## src/rtl/erm_pkg.sv

```systemverilog
package erm_pkg;

  // widths of the rates, timestamps and weight
  localparam int unsigned RATE_W      = 32;
  localparam int unsigned TS_W        = 64;
  localparam int unsigned SEC_W       = 32;
  localparam int unsigned NSEC_W      = 30;
  localparam int unsigned WEIGHT_BITS = 16;

  // fraction bits of the rates (range 0 to 24)
  localparam int unsigned FRAC_BITS   = 16;
  // right shift of the numerator that seeds the divider remainder
  localparam int unsigned DIV_SHIFT   = RATE_W - FRAC_BITS;
  // quotient step counter
  localparam int unsigned CNT_W       = $clog2(RATE_W);

  localparam logic [SEC_W-1:0]        NS_PER_SEC    = SEC_W'(1000000000);
  localparam logic [NSEC_W-1:0]       NS_LIMIT      = NSEC_W'(999999999);
  localparam logic [RATE_W-1:0]       RATE_MAX      = '1;
  localparam logic [WEIGHT_BITS:0]    WEIGHT_ONE    = (WEIGHT_BITS+1)'(1) << WEIGHT_BITS;
  localparam logic [TS_W-1:0]         WEIGHT_HALF   = TS_W'(1) << (WEIGHT_BITS - 1);
  localparam logic [WEIGHT_BITS-1:0]  WEIGHT_RESET  = WEIGHT_BITS'(655);

  // command codes carried in tuser
  localparam logic CMD_START = 1'b0;
  localparam logic CMD_EVENT = 1'b1;

endpackage

```

## src/rtl/event_rate_meter.sv

```systemverilog
// event rate meter
//
// s_axis: one word per timestamp; tuser selects start (0) or event (1),
// tdata carries seconds and nanoseconds. m_axis: one word per input word
// with the instantaneous, average and smoothed rates (Q16.16 events per
// second) and the event count. cfg: write of the smoothing weight (Q0.16),
// taken in any cycle, to be written only while the meter is idle.
//
// steps: a start word is converted to nanoseconds and gives its (all zero)
// result; an event word also runs two 32-step restoring divisions (average,
// then instantaneous), each skipped when its rate saturates, through one
// shared 64-bit adder, plus the passes through one shared 32x32 multiplier
// for timestamp, numerator and filter arithmetic. s_axis_tready is high
// only while the sequencer is idle, so one word is in work at a time and
// no new word is taken before the last one's result is in the output register.
// a finished result sits in the output register until taken; the meter may
// take the next word meanwhile but holds its result until the register
// frees. reset clears the start and previous times, count and filter, and
// sets the weight to 655 (about 0.01).
module event_rate_meter
  import erm_pkg::*;
(
  input  logic         clk_i,
  input  logic         rst_ni,
  // input stream
  input  logic         s_axis_tvalid,
  output logic         s_axis_tready,
  input  logic [63:0]  s_axis_tdata,   // time_seconds[31:0], time_nanoseconds[61:32], zero
  input  logic [0:0]   s_axis_tuser,   // cmd[0]
  // result stream
  output logic         m_axis_tvalid,
  input  logic         m_axis_tready,
  output logic [127:0] m_axis_tdata,   // instant_rate[31:0], average_rate[63:32],
                                       // smoothed_rate[95:64], events_seen[127:96]
  // weight write
  input  logic         cfg_valid_i,
  output logic         cfg_ready_o,
  input  logic [15:0]  cfg_data_i      // smoothing_weight
);

  typedef enum logic [3:0] {
    ST_IDLE,
    ST_MUL_NOW,
    ST_ADD_NOW,
    ST_SUB,
    ST_MUL_NUM,
    ST_DIV_CHK,
    ST_DIV_RUN,
    ST_MUL_A,
    ST_MUL_B,
    ST_ADD_F,
    ST_RESULT
  } state_e;

  state_e                 state_q;
  logic                   cmd_q;
  logic                   phase_q;      // 0 average division, 1 instantaneous
  logic [SEC_W-1:0]       sec_q;
  logic [NSEC_W-1:0]      nsec_q;
  logic [TS_W-1:0]        now_q;
  logic [TS_W-1:0]        start_q;
  logic [TS_W-1:0]        prev_q;
  logic [RATE_W-1:0]      total_q;
  logic [RATE_W-1:0]      filter_q;
  logic [RATE_W-1:0]      inst_q;
  logic [RATE_W-1:0]      avg_q;
  logic [WEIGHT_BITS-1:0] weight_q;
  logic [TS_W-1:0]        prod_q;
  logic [TS_W-1:0]        acc_q;
  logic [TS_W-1:0]        num_q;
  logic [TS_W-1:0]        den_q;
  logic [TS_W-1:0]        rem_q;
  logic [RATE_W-1:0]      numlo_q;
  logic [RATE_W-1:0]      quo_q;
  logic [CNT_W-1:0]       cnt_q;
  logic                   m_valid_q;
  logic [127:0]           m_data_q;

  // input field unpacking with nanosecond clamp
  logic [NSEC_W-1:0] nsec_in;
  assign nsec_in = (s_axis_tdata[SEC_W +: NSEC_W] > NS_LIMIT) ?
                   NS_LIMIT : s_axis_tdata[SEC_W +: NSEC_W];

  // shared multiplier
  logic [RATE_W-1:0] mul_a;
  logic [RATE_W-1:0] mul_b;
  logic [TS_W-1:0]   mul_p;

  always_comb begin
    mul_a = '0;
    mul_b = '0;
    case (state_q)
      ST_MUL_NOW: begin
        mul_a = sec_q;
        mul_b = NS_PER_SEC;
      end
      ST_MUL_NUM: begin
        mul_a = total_q;
        mul_b = NS_PER_SEC;
      end
      ST_MUL_A: begin
        mul_a = RATE_W'(weight_q);
        mul_b = inst_q;
      end
      ST_MUL_B: begin
        mul_a = RATE_W'(WEIGHT_ONE - (WEIGHT_BITS+1)'(weight_q));
        mul_b = filter_q;
      end
      default: begin
        mul_a = '0;
        mul_b = '0;
      end
    endcase
  end

  assign mul_p = {{(TS_W-RATE_W){1'b0}}, mul_a} * {{(TS_W-RATE_W){1'b0}}, mul_b};

  // shared adder / subtractor; carry high on subtract means a >= b
  logic [TS_W-1:0] add_a;
  logic [TS_W-1:0] add_b;
  logic            add_sub;
  logic [TS_W:0]   add_s;
  logic            add_c;

  always_comb begin
    add_a   = '0;
    add_b   = '0;
    add_sub = 1'b0;
    case (state_q)
      ST_ADD_NOW: begin
        add_a = prod_q;
        add_b = TS_W'(nsec_q);
      end
      ST_SUB: begin
        add_a   = now_q;
        add_b   = phase_q ? prev_q : start_q;
        add_sub = 1'b1;
      end
      ST_DIV_CHK: begin
        add_a   = num_q >> DIV_SHIFT;
        add_b   = den_q;
        add_sub = 1'b1;
      end
      ST_DIV_RUN: begin
        add_a   = {rem_q[TS_W-2:0], numlo_q[RATE_W-1]};
        add_b   = den_q;
        add_sub = 1'b1;
      end
      ST_MUL_B: begin
        add_a = prod_q;
        add_b = WEIGHT_HALF;
      end
      ST_ADD_F: begin
        add_a = acc_q;
        add_b = prod_q;
      end
      default: begin
        add_a   = '0;
        add_b   = '0;
        add_sub = 1'b0;
      end
    endcase
  end

  assign add_s = {1'b0, add_a} + {1'b0, add_b ^ {TS_W{add_sub}}} + (TS_W+1)'(add_sub);
  assign add_c = add_s[TS_W];

  // next quotient in a division step
  logic [RATE_W-1:0] quo_next;
  assign quo_next = {quo_q[RATE_W-2:0], add_c};

  assign s_axis_tready = (state_q == ST_IDLE);
  assign cfg_ready_o   = 1'b1;
  assign m_axis_tvalid = m_valid_q;
  assign m_axis_tdata  = m_data_q;

  // sequencer, state and result register
  always_ff @(posedge clk_i or negedge rst_ni) begin
    if (!rst_ni) begin
      state_q   <= ST_IDLE;
      cmd_q     <= CMD_START;
      phase_q   <= 1'b0;
      sec_q     <= '0;
      nsec_q    <= '0;
      now_q     <= '0;
      start_q   <= '0;
      prev_q    <= '0;
      total_q   <= '0;
      filter_q  <= '0;
      inst_q    <= '0;
      avg_q     <= '0;
      weight_q  <= WEIGHT_RESET;
      prod_q    <= '0;
      acc_q     <= '0;
      num_q     <= '0;
      den_q     <= '0;
      rem_q     <= '0;
      numlo_q   <= '0;
      quo_q     <= '0;
      cnt_q     <= '0;
      m_valid_q <= 1'b0;
      m_data_q  <= '0;
    end else begin
      // weight write
      if (cfg_valid_i) begin
        weight_q <= cfg_data_i;
      end

      // result word taken while no new result is loaded
      if (m_valid_q && m_axis_tready && state_q != ST_RESULT) begin
        m_valid_q <= 1'b0;
      end

      case (state_q)
        ST_IDLE: begin
          if (s_axis_tvalid) begin
            cmd_q  <= s_axis_tuser[0];
            sec_q  <= s_axis_tdata[SEC_W-1:0];
            nsec_q <= nsec_in;
            if (s_axis_tuser[0] == CMD_EVENT && total_q != RATE_MAX) begin
              total_q <= total_q + RATE_W'(1);
            end
            state_q <= ST_MUL_NOW;
          end
        end

        // seconds to nanoseconds
        ST_MUL_NOW: begin
          prod_q  <= mul_p;
          state_q <= ST_ADD_NOW;
        end

        ST_ADD_NOW: begin
          now_q <= add_s[TS_W-1:0];
          if (cmd_q == CMD_START) begin
            start_q  <= add_s[TS_W-1:0];
            prev_q   <= add_s[TS_W-1:0];
            total_q  <= '0;
            filter_q <= '0;
            inst_q   <= '0;
            avg_q    <= '0;
            state_q  <= ST_RESULT;
          end else begin
            phase_q <= 1'b0;
            state_q <= ST_SUB;
          end
        end

        // elapsed time, zero when time did not advance
        ST_SUB: begin
          den_q <= add_c ? add_s[TS_W-1:0] : '0;
          if (!phase_q) begin
            state_q <= ST_MUL_NUM;
          end else begin
            num_q   <= TS_W'(NS_PER_SEC);
            state_q <= ST_DIV_CHK;
          end
        end

        ST_MUL_NUM: begin
          num_q   <= mul_p;
          state_q <= ST_DIV_CHK;
        end

        // quotient would not fit (or zero elapsed): saturate
        ST_DIV_CHK: begin
          if (add_c) begin
            if (!phase_q) begin
              avg_q   <= RATE_MAX;
              phase_q <= 1'b1;
              state_q <= ST_SUB;
            end else begin
              inst_q  <= RATE_MAX;
              state_q <= ST_MUL_A;
            end
          end else begin
            rem_q   <= num_q >> DIV_SHIFT;
            numlo_q <= num_q[RATE_W-1:0] << FRAC_BITS;
            quo_q   <= '0;
            cnt_q   <= '0;
            state_q <= ST_DIV_RUN;
          end
        end

        // one restoring division step per cycle
        ST_DIV_RUN: begin
          rem_q   <= add_c ? add_s[TS_W-1:0] : add_a;
          numlo_q <= numlo_q << 1;
          quo_q   <= quo_next;
          cnt_q   <= cnt_q + CNT_W'(1);
          if (cnt_q == CNT_W'(RATE_W - 1)) begin
            if (!phase_q) begin
              avg_q   <= quo_next;
              phase_q <= 1'b1;
              state_q <= ST_SUB;
            end else begin
              inst_q  <= quo_next;
              state_q <= ST_MUL_A;
            end
          end
        end

        // filter: weight times new rate
        ST_MUL_A: begin
          prod_q  <= mul_p;
          state_q <= ST_MUL_B;
        end

        // add rounding, form weight complement times old filter
        ST_MUL_B: begin
          acc_q   <= add_s[TS_W-1:0];
          prod_q  <= mul_p;
          state_q <= ST_ADD_F;
        end

        ST_ADD_F: begin
          filter_q <= add_s[WEIGHT_BITS +: RATE_W];
          prev_q   <= now_q;
          state_q  <= ST_RESULT;
        end

        // load the output register once it is free
        ST_RESULT: begin
          if (!m_valid_q || m_axis_tready) begin
            m_valid_q <= 1'b1;
            m_data_q  <= {total_q, filter_q, avg_q, inst_q};
            state_q   <= ST_IDLE;
          end
        end

        default: begin
          state_q <= ST_IDLE;
        end
      endcase
    end
  end

endmodule
```

## config.mk

```make
export PLATFORM = sky130hd
export DESIGN_NAME = event_rate_meter
export DESIGN_NICKNAME = d
export VERILOG_FILES = /design/src/rtl/erm_pkg.sv /design/src/rtl/event_rate_meter.sv
export SDC_FILE = /design/constraint.sdc
export NUM_CORES = 2
export LEC_CHECK = 0
export ABC_CLOCK_PERIOD_IN_PS = 30000
export BUFFER_PORTS_ARGS = -buffer_cell sky130_fd_sc_hd__buf_2
export CELL_PAD_IN_SITES_DETAIL_PLACEMENT = 0
export CELL_PAD_IN_SITES_GLOBAL_PLACEMENT = 1
export CORE_ASPECT_RATIO = 1.1
export CORE_MARGIN = 3
export CORE_UTILIZATION = 55
export CTS_CLUSTER_SIZE = 24
export DETAILED_ROUTE_END_ITERATION = 8
export GPL_ROUTABILITY_DRIVEN = 1
export PLACE_DENSITY = 0.95
export SETUP_SLACK_MARGIN = 0.3
export SYNTH_ARGS = -nofsm -noshare
export SYNTH_HDL_FRONTEND = slang
export SYNTH_SLANG_ARGS = --single-unit
```

## constraint.sdc

```tcl
create_clock -name clk_i -period 30 [get_ports clk_i]
set_input_delay 1.5 -clock clk_i [delete_from_list [all_inputs] [get_ports clk_i]]
set_output_delay 1.5 -clock clk_i [all_outputs]
set_load 0.02 [all_outputs]
```

==> impl_metrics.tcl <==
set metrics [dict create \
    finalHoldViolations 0 \
    layout_worst_path_cycle_share_pct 40.2 \
    drive_above_1_share_pct 8.92 \
    sequential_element_share_of_the_synthesized_area_pct 30.2 \
    grt_pass1_wl_um 369000 \
    initial_core_util_pct 55.5 \
    synth_cells 7955 \
    cell_with_the_most_instances_after_synthesis "sky130_fd_sc_hd__nand2_1" \
    yosys-top-cells-area "sky130_fd_sc_hd__dfrtp_1 (30%), sky130_fd_sc_hd__fa_1 (24%), sky130_fd_sc_hd__nand2_1 (5.8%)" \
    ctsHoldBuffers 0 \
    timing.critical_path.to_type "register" \
    die_h_um 393 \
    number_of_global_route_vias_before_repair 62100 \
    drc 0 \
    finish.utilization_pct 60.7 \
    cts_resized 0 \
    synth_top_cell_by_area "sky130_fd_sc_hd__dfrtp_1" \
    mapped_avg_cell_area_um2 9.41 \
    dp.final_hpwl_um 177000 \
    numCtsBuffers 95 \
    crit_path_start_kind "register" \
    area.sequential_mm2 0.0226 \
    grt_overflow_total 0 \
    place.gp.congestion 0.992 \
    cts_tree "done" \
    worstPathRequired_ns 30.61 \
    cts.htree.levels 3 \
    max_clock_freq_ghz 0.0830 \
    asyncSetResetFlopFracSynth_pct 100 \
    drt_iter0_drc 6628 \
    timing.setup.critical_path_class "reg2reg" \
    timing.final.max_slew_violations 0 \
    clock_tree.root_cell "sky130_fd_sc_hd__clkbuf_16" \
    ys_top_cells_by_count "sky130_fd_sc_hd__nand2_1 (1,163), sky130_fd_sc_hd__inv_1 (1,074), sky130_fd_sc_hd__dfrtp_1 (898), sky130_fd_sc_hd__fa_1 (897), sky130_fd_sc_hd__o21ai_0 (570)" \
    clkLatencyLatePin_ns 0.74 \
    yosys_most_used_dff "sky130_fd_sc_hd__dfrtp_1" \
    postCtsSetupRepairBufs 0 \
    drt-wirelength-per-cell_um 24.0 \
    report.final.setup_viol 0 \
    die-area_mm2 0.141 \
    maximum_number_of_pins_on_one_net_before_global_route_repair 197 \
    maxSlewHeadroom_pct 7.89 \
    die_width_um 358 \
    netlist-cell-type-count 96 \
    portbufs 213 \
    finalClockSkew_ns 0.0672 \
    grt_setup_unrepaired "false" \
    antenna_violations_before_repair 11 \
    timing.max_cap.violations 0 \
    worst_ep_arrival_time_ns 12.66 \
    yosysWarningCount 0 \
    core-area_mm2 0.135 \
    syn2layout_area_growth_pct 9.39 \
    route.final.wire_length_um 241000 \
    postRouteAntennaNets 0 \
    path_delay_family "adder cells" \
    row_count 141 \
    worst_setup_hold_path_clk_slew_ns 0.07 \
    floorplan.io_pins 217 \
    clock_path_buffers 3 \
    mappedNetlistArea_mm2 0.0748 \
    route.vias.total 60800 \
    finalSetupTns_ns 0 \
    global_route.usage.total_pct 34.7 \
    multi_input_comb_area_mm2 0.0476 \
    cp_slowest_cell "sky130_fd_sc_hd__nand3_1" \
    synth-seq-cells 904 \
    number_of_clock_sinks 904 \
    max_stage_delay_ns 1.10 \
    min_period_ns 12.05 \
    fill_cells 11300 \
    worst_path_most_repeated_cell "sky130_fd_sc_hd__fa_1" \
    critPathMaxFanout 47 \
    hold_path_class "reg2reg" \
    drt-pass1-iter-count 9 \
    tightestPinTransition_ns 1.38 \
    path_buf_inv 3 \
    routed_via_density 6.05 \
    synth.top_cell.area_share_pct 30.0 \
    synth_edf_count 0 \
    outcome "completed" \
    nets 9492 \
]
through the flow:
step	area (um2)	setup WS, ns	cells	hold slack [ns]
after floorplan	75900	20.47	8239	0.442
after global placement	78500	18.39	9869	0.456
after detailed placement	78500	18.26	9869	0.465
after CTS	81900	18.21	10000	0.478
after global routing	81900	17.52	10000	0.493
final	81900	17.95	10000	0.477
worst register-to-register path: cells and delay by family (launching register included):
kind / cells / cell delay, ns
fa+ha+maj: 9 / 4.38
buf+inv: 3 / 0.41
compound gates: 8 / 2.71
flops: 1 / 1.09
simple gates: 8 / 3.39
path summary, 6_finish.rpt:
check | start | to | slack, ns | cells after the start
max | state_q[3] | num_q[63] | 17.95 | 28
min | start_q[20] | start_q[20] | 0.48 | 1
max reg2reg | state_q[3] | num_q[63] | 17.95 | 28
min reg2reg | start_q[20] | start_q[20] | 0.48 | 1
max in group asynchronous | rst_ni | total_q[4] | 25.86 | 4
min in group asynchronous | rst_ni | start_q[8] | 0.79 | 1
flip-flops by register name, indices dropped and copies added, names as in the netlist, 30 cells and up:
name,flops
den_q,64
prev_q,64
avg_q,32
now_q,64
inst_q,32
total_q,32
acc_q,64
sec_q,32
filter_q,32
prod_q,64
quo_q,31
start_q,64
nsec_q,30
m_axis_tdata,128
rem_q,63
num_q,64
metal layers:
metal	vias up	wire length, um	global-route usage [%]
met2	3306	109000	54.3
li1	26300	-	-
met1	30600	90800	45.3
met5	-	50	0
met3	653	25200	7.45
met4	6	16200	19.2
cell usage in the layout, fill, tap and decap left out, types with 30 or more instances in the layout:
master,Yosys,final
sky130_fd_sc_hd__xor2_1,68,68
sky130_fd_sc_hd__inv_1,1074,1074
sky130_fd_sc_hd__clkbuf_16,0,95
sky130_fd_sc_hd__nand2b_1,56,56
sky130_fd_sc_hd__nand4_1,43,43
sky130_fd_sc_hd__conb_1,2,286
sky130_fd_sc_hd__xnor2_1,87,87
sky130_fd_sc_hd__a22o_1,125,125
sky130_fd_sc_hd__o21ai_0,570,569
sky130_fd_sc_hd__o22a_1,30,30
sky130_fd_sc_hd__ha_1,330,330
sky130_fd_sc_hd__buf_4,6,116
sky130_fd_sc_hd__a31oi_1,47,47
sky130_fd_sc_hd__and3_1,59,59
sky130_fd_sc_hd__a21oi_1,269,267
sky130_fd_sc_hd__nor2_1,540,533
sky130_fd_sc_hd__and2_1,31,30
sky130_fd_sc_hd__a211oi_1,36,36
sky130_fd_sc_hd__o31ai_1,42,42
sky130_fd_sc_hd__mux2i_1,69,69
sky130_fd_sc_hd__buf_2,41,212
sky130_fd_sc_hd__a221o_1,38,38
sky130_fd_sc_hd__nand3_1,152,151
sky130_fd_sc_hd__a22oi_1,240,240
sky130_fd_sc_hd__mux2_2,154,154
sky130_fd_sc_hd__nand2_1,1163,1157
sky130_fd_sc_hd__a21o_1,122,122
sky130_fd_sc_hd__fa_1,897,897
sky130_fd_sc_hd__dfrtp_1,898,897
layout make-up:
type / instances / share of cell area, %
Clock buffer: 128 / 3.28
Sequential cell: 904 / 27.6
Clock inverter: 49 / 0.854
Timing Repair Buffer: 333 / 2.48
Antenna cell: 2 / 0.00611
Tap cell: 1787 / 2.73
Multi-Input combinational cell: 5771 / 58.1
Inverter: 1074 / 4.92
cell families after synthesis:
family	Yosys count	share of synthesized area [%]
muxes	223	3.24
DFF	904	30.2
AOI/OAI and AO/OA	1704	14.9
and+or+nand+nor	2175	12.3
buffers and inverters	1564	7.97
other	2	0.0100
xor gates and xnor gates	156	1.84
adders and majority gates	1227	29.5
Power is not shown: default switching activity piles up to over one toggle a cycle in this logic, so the estimate is an artifact.
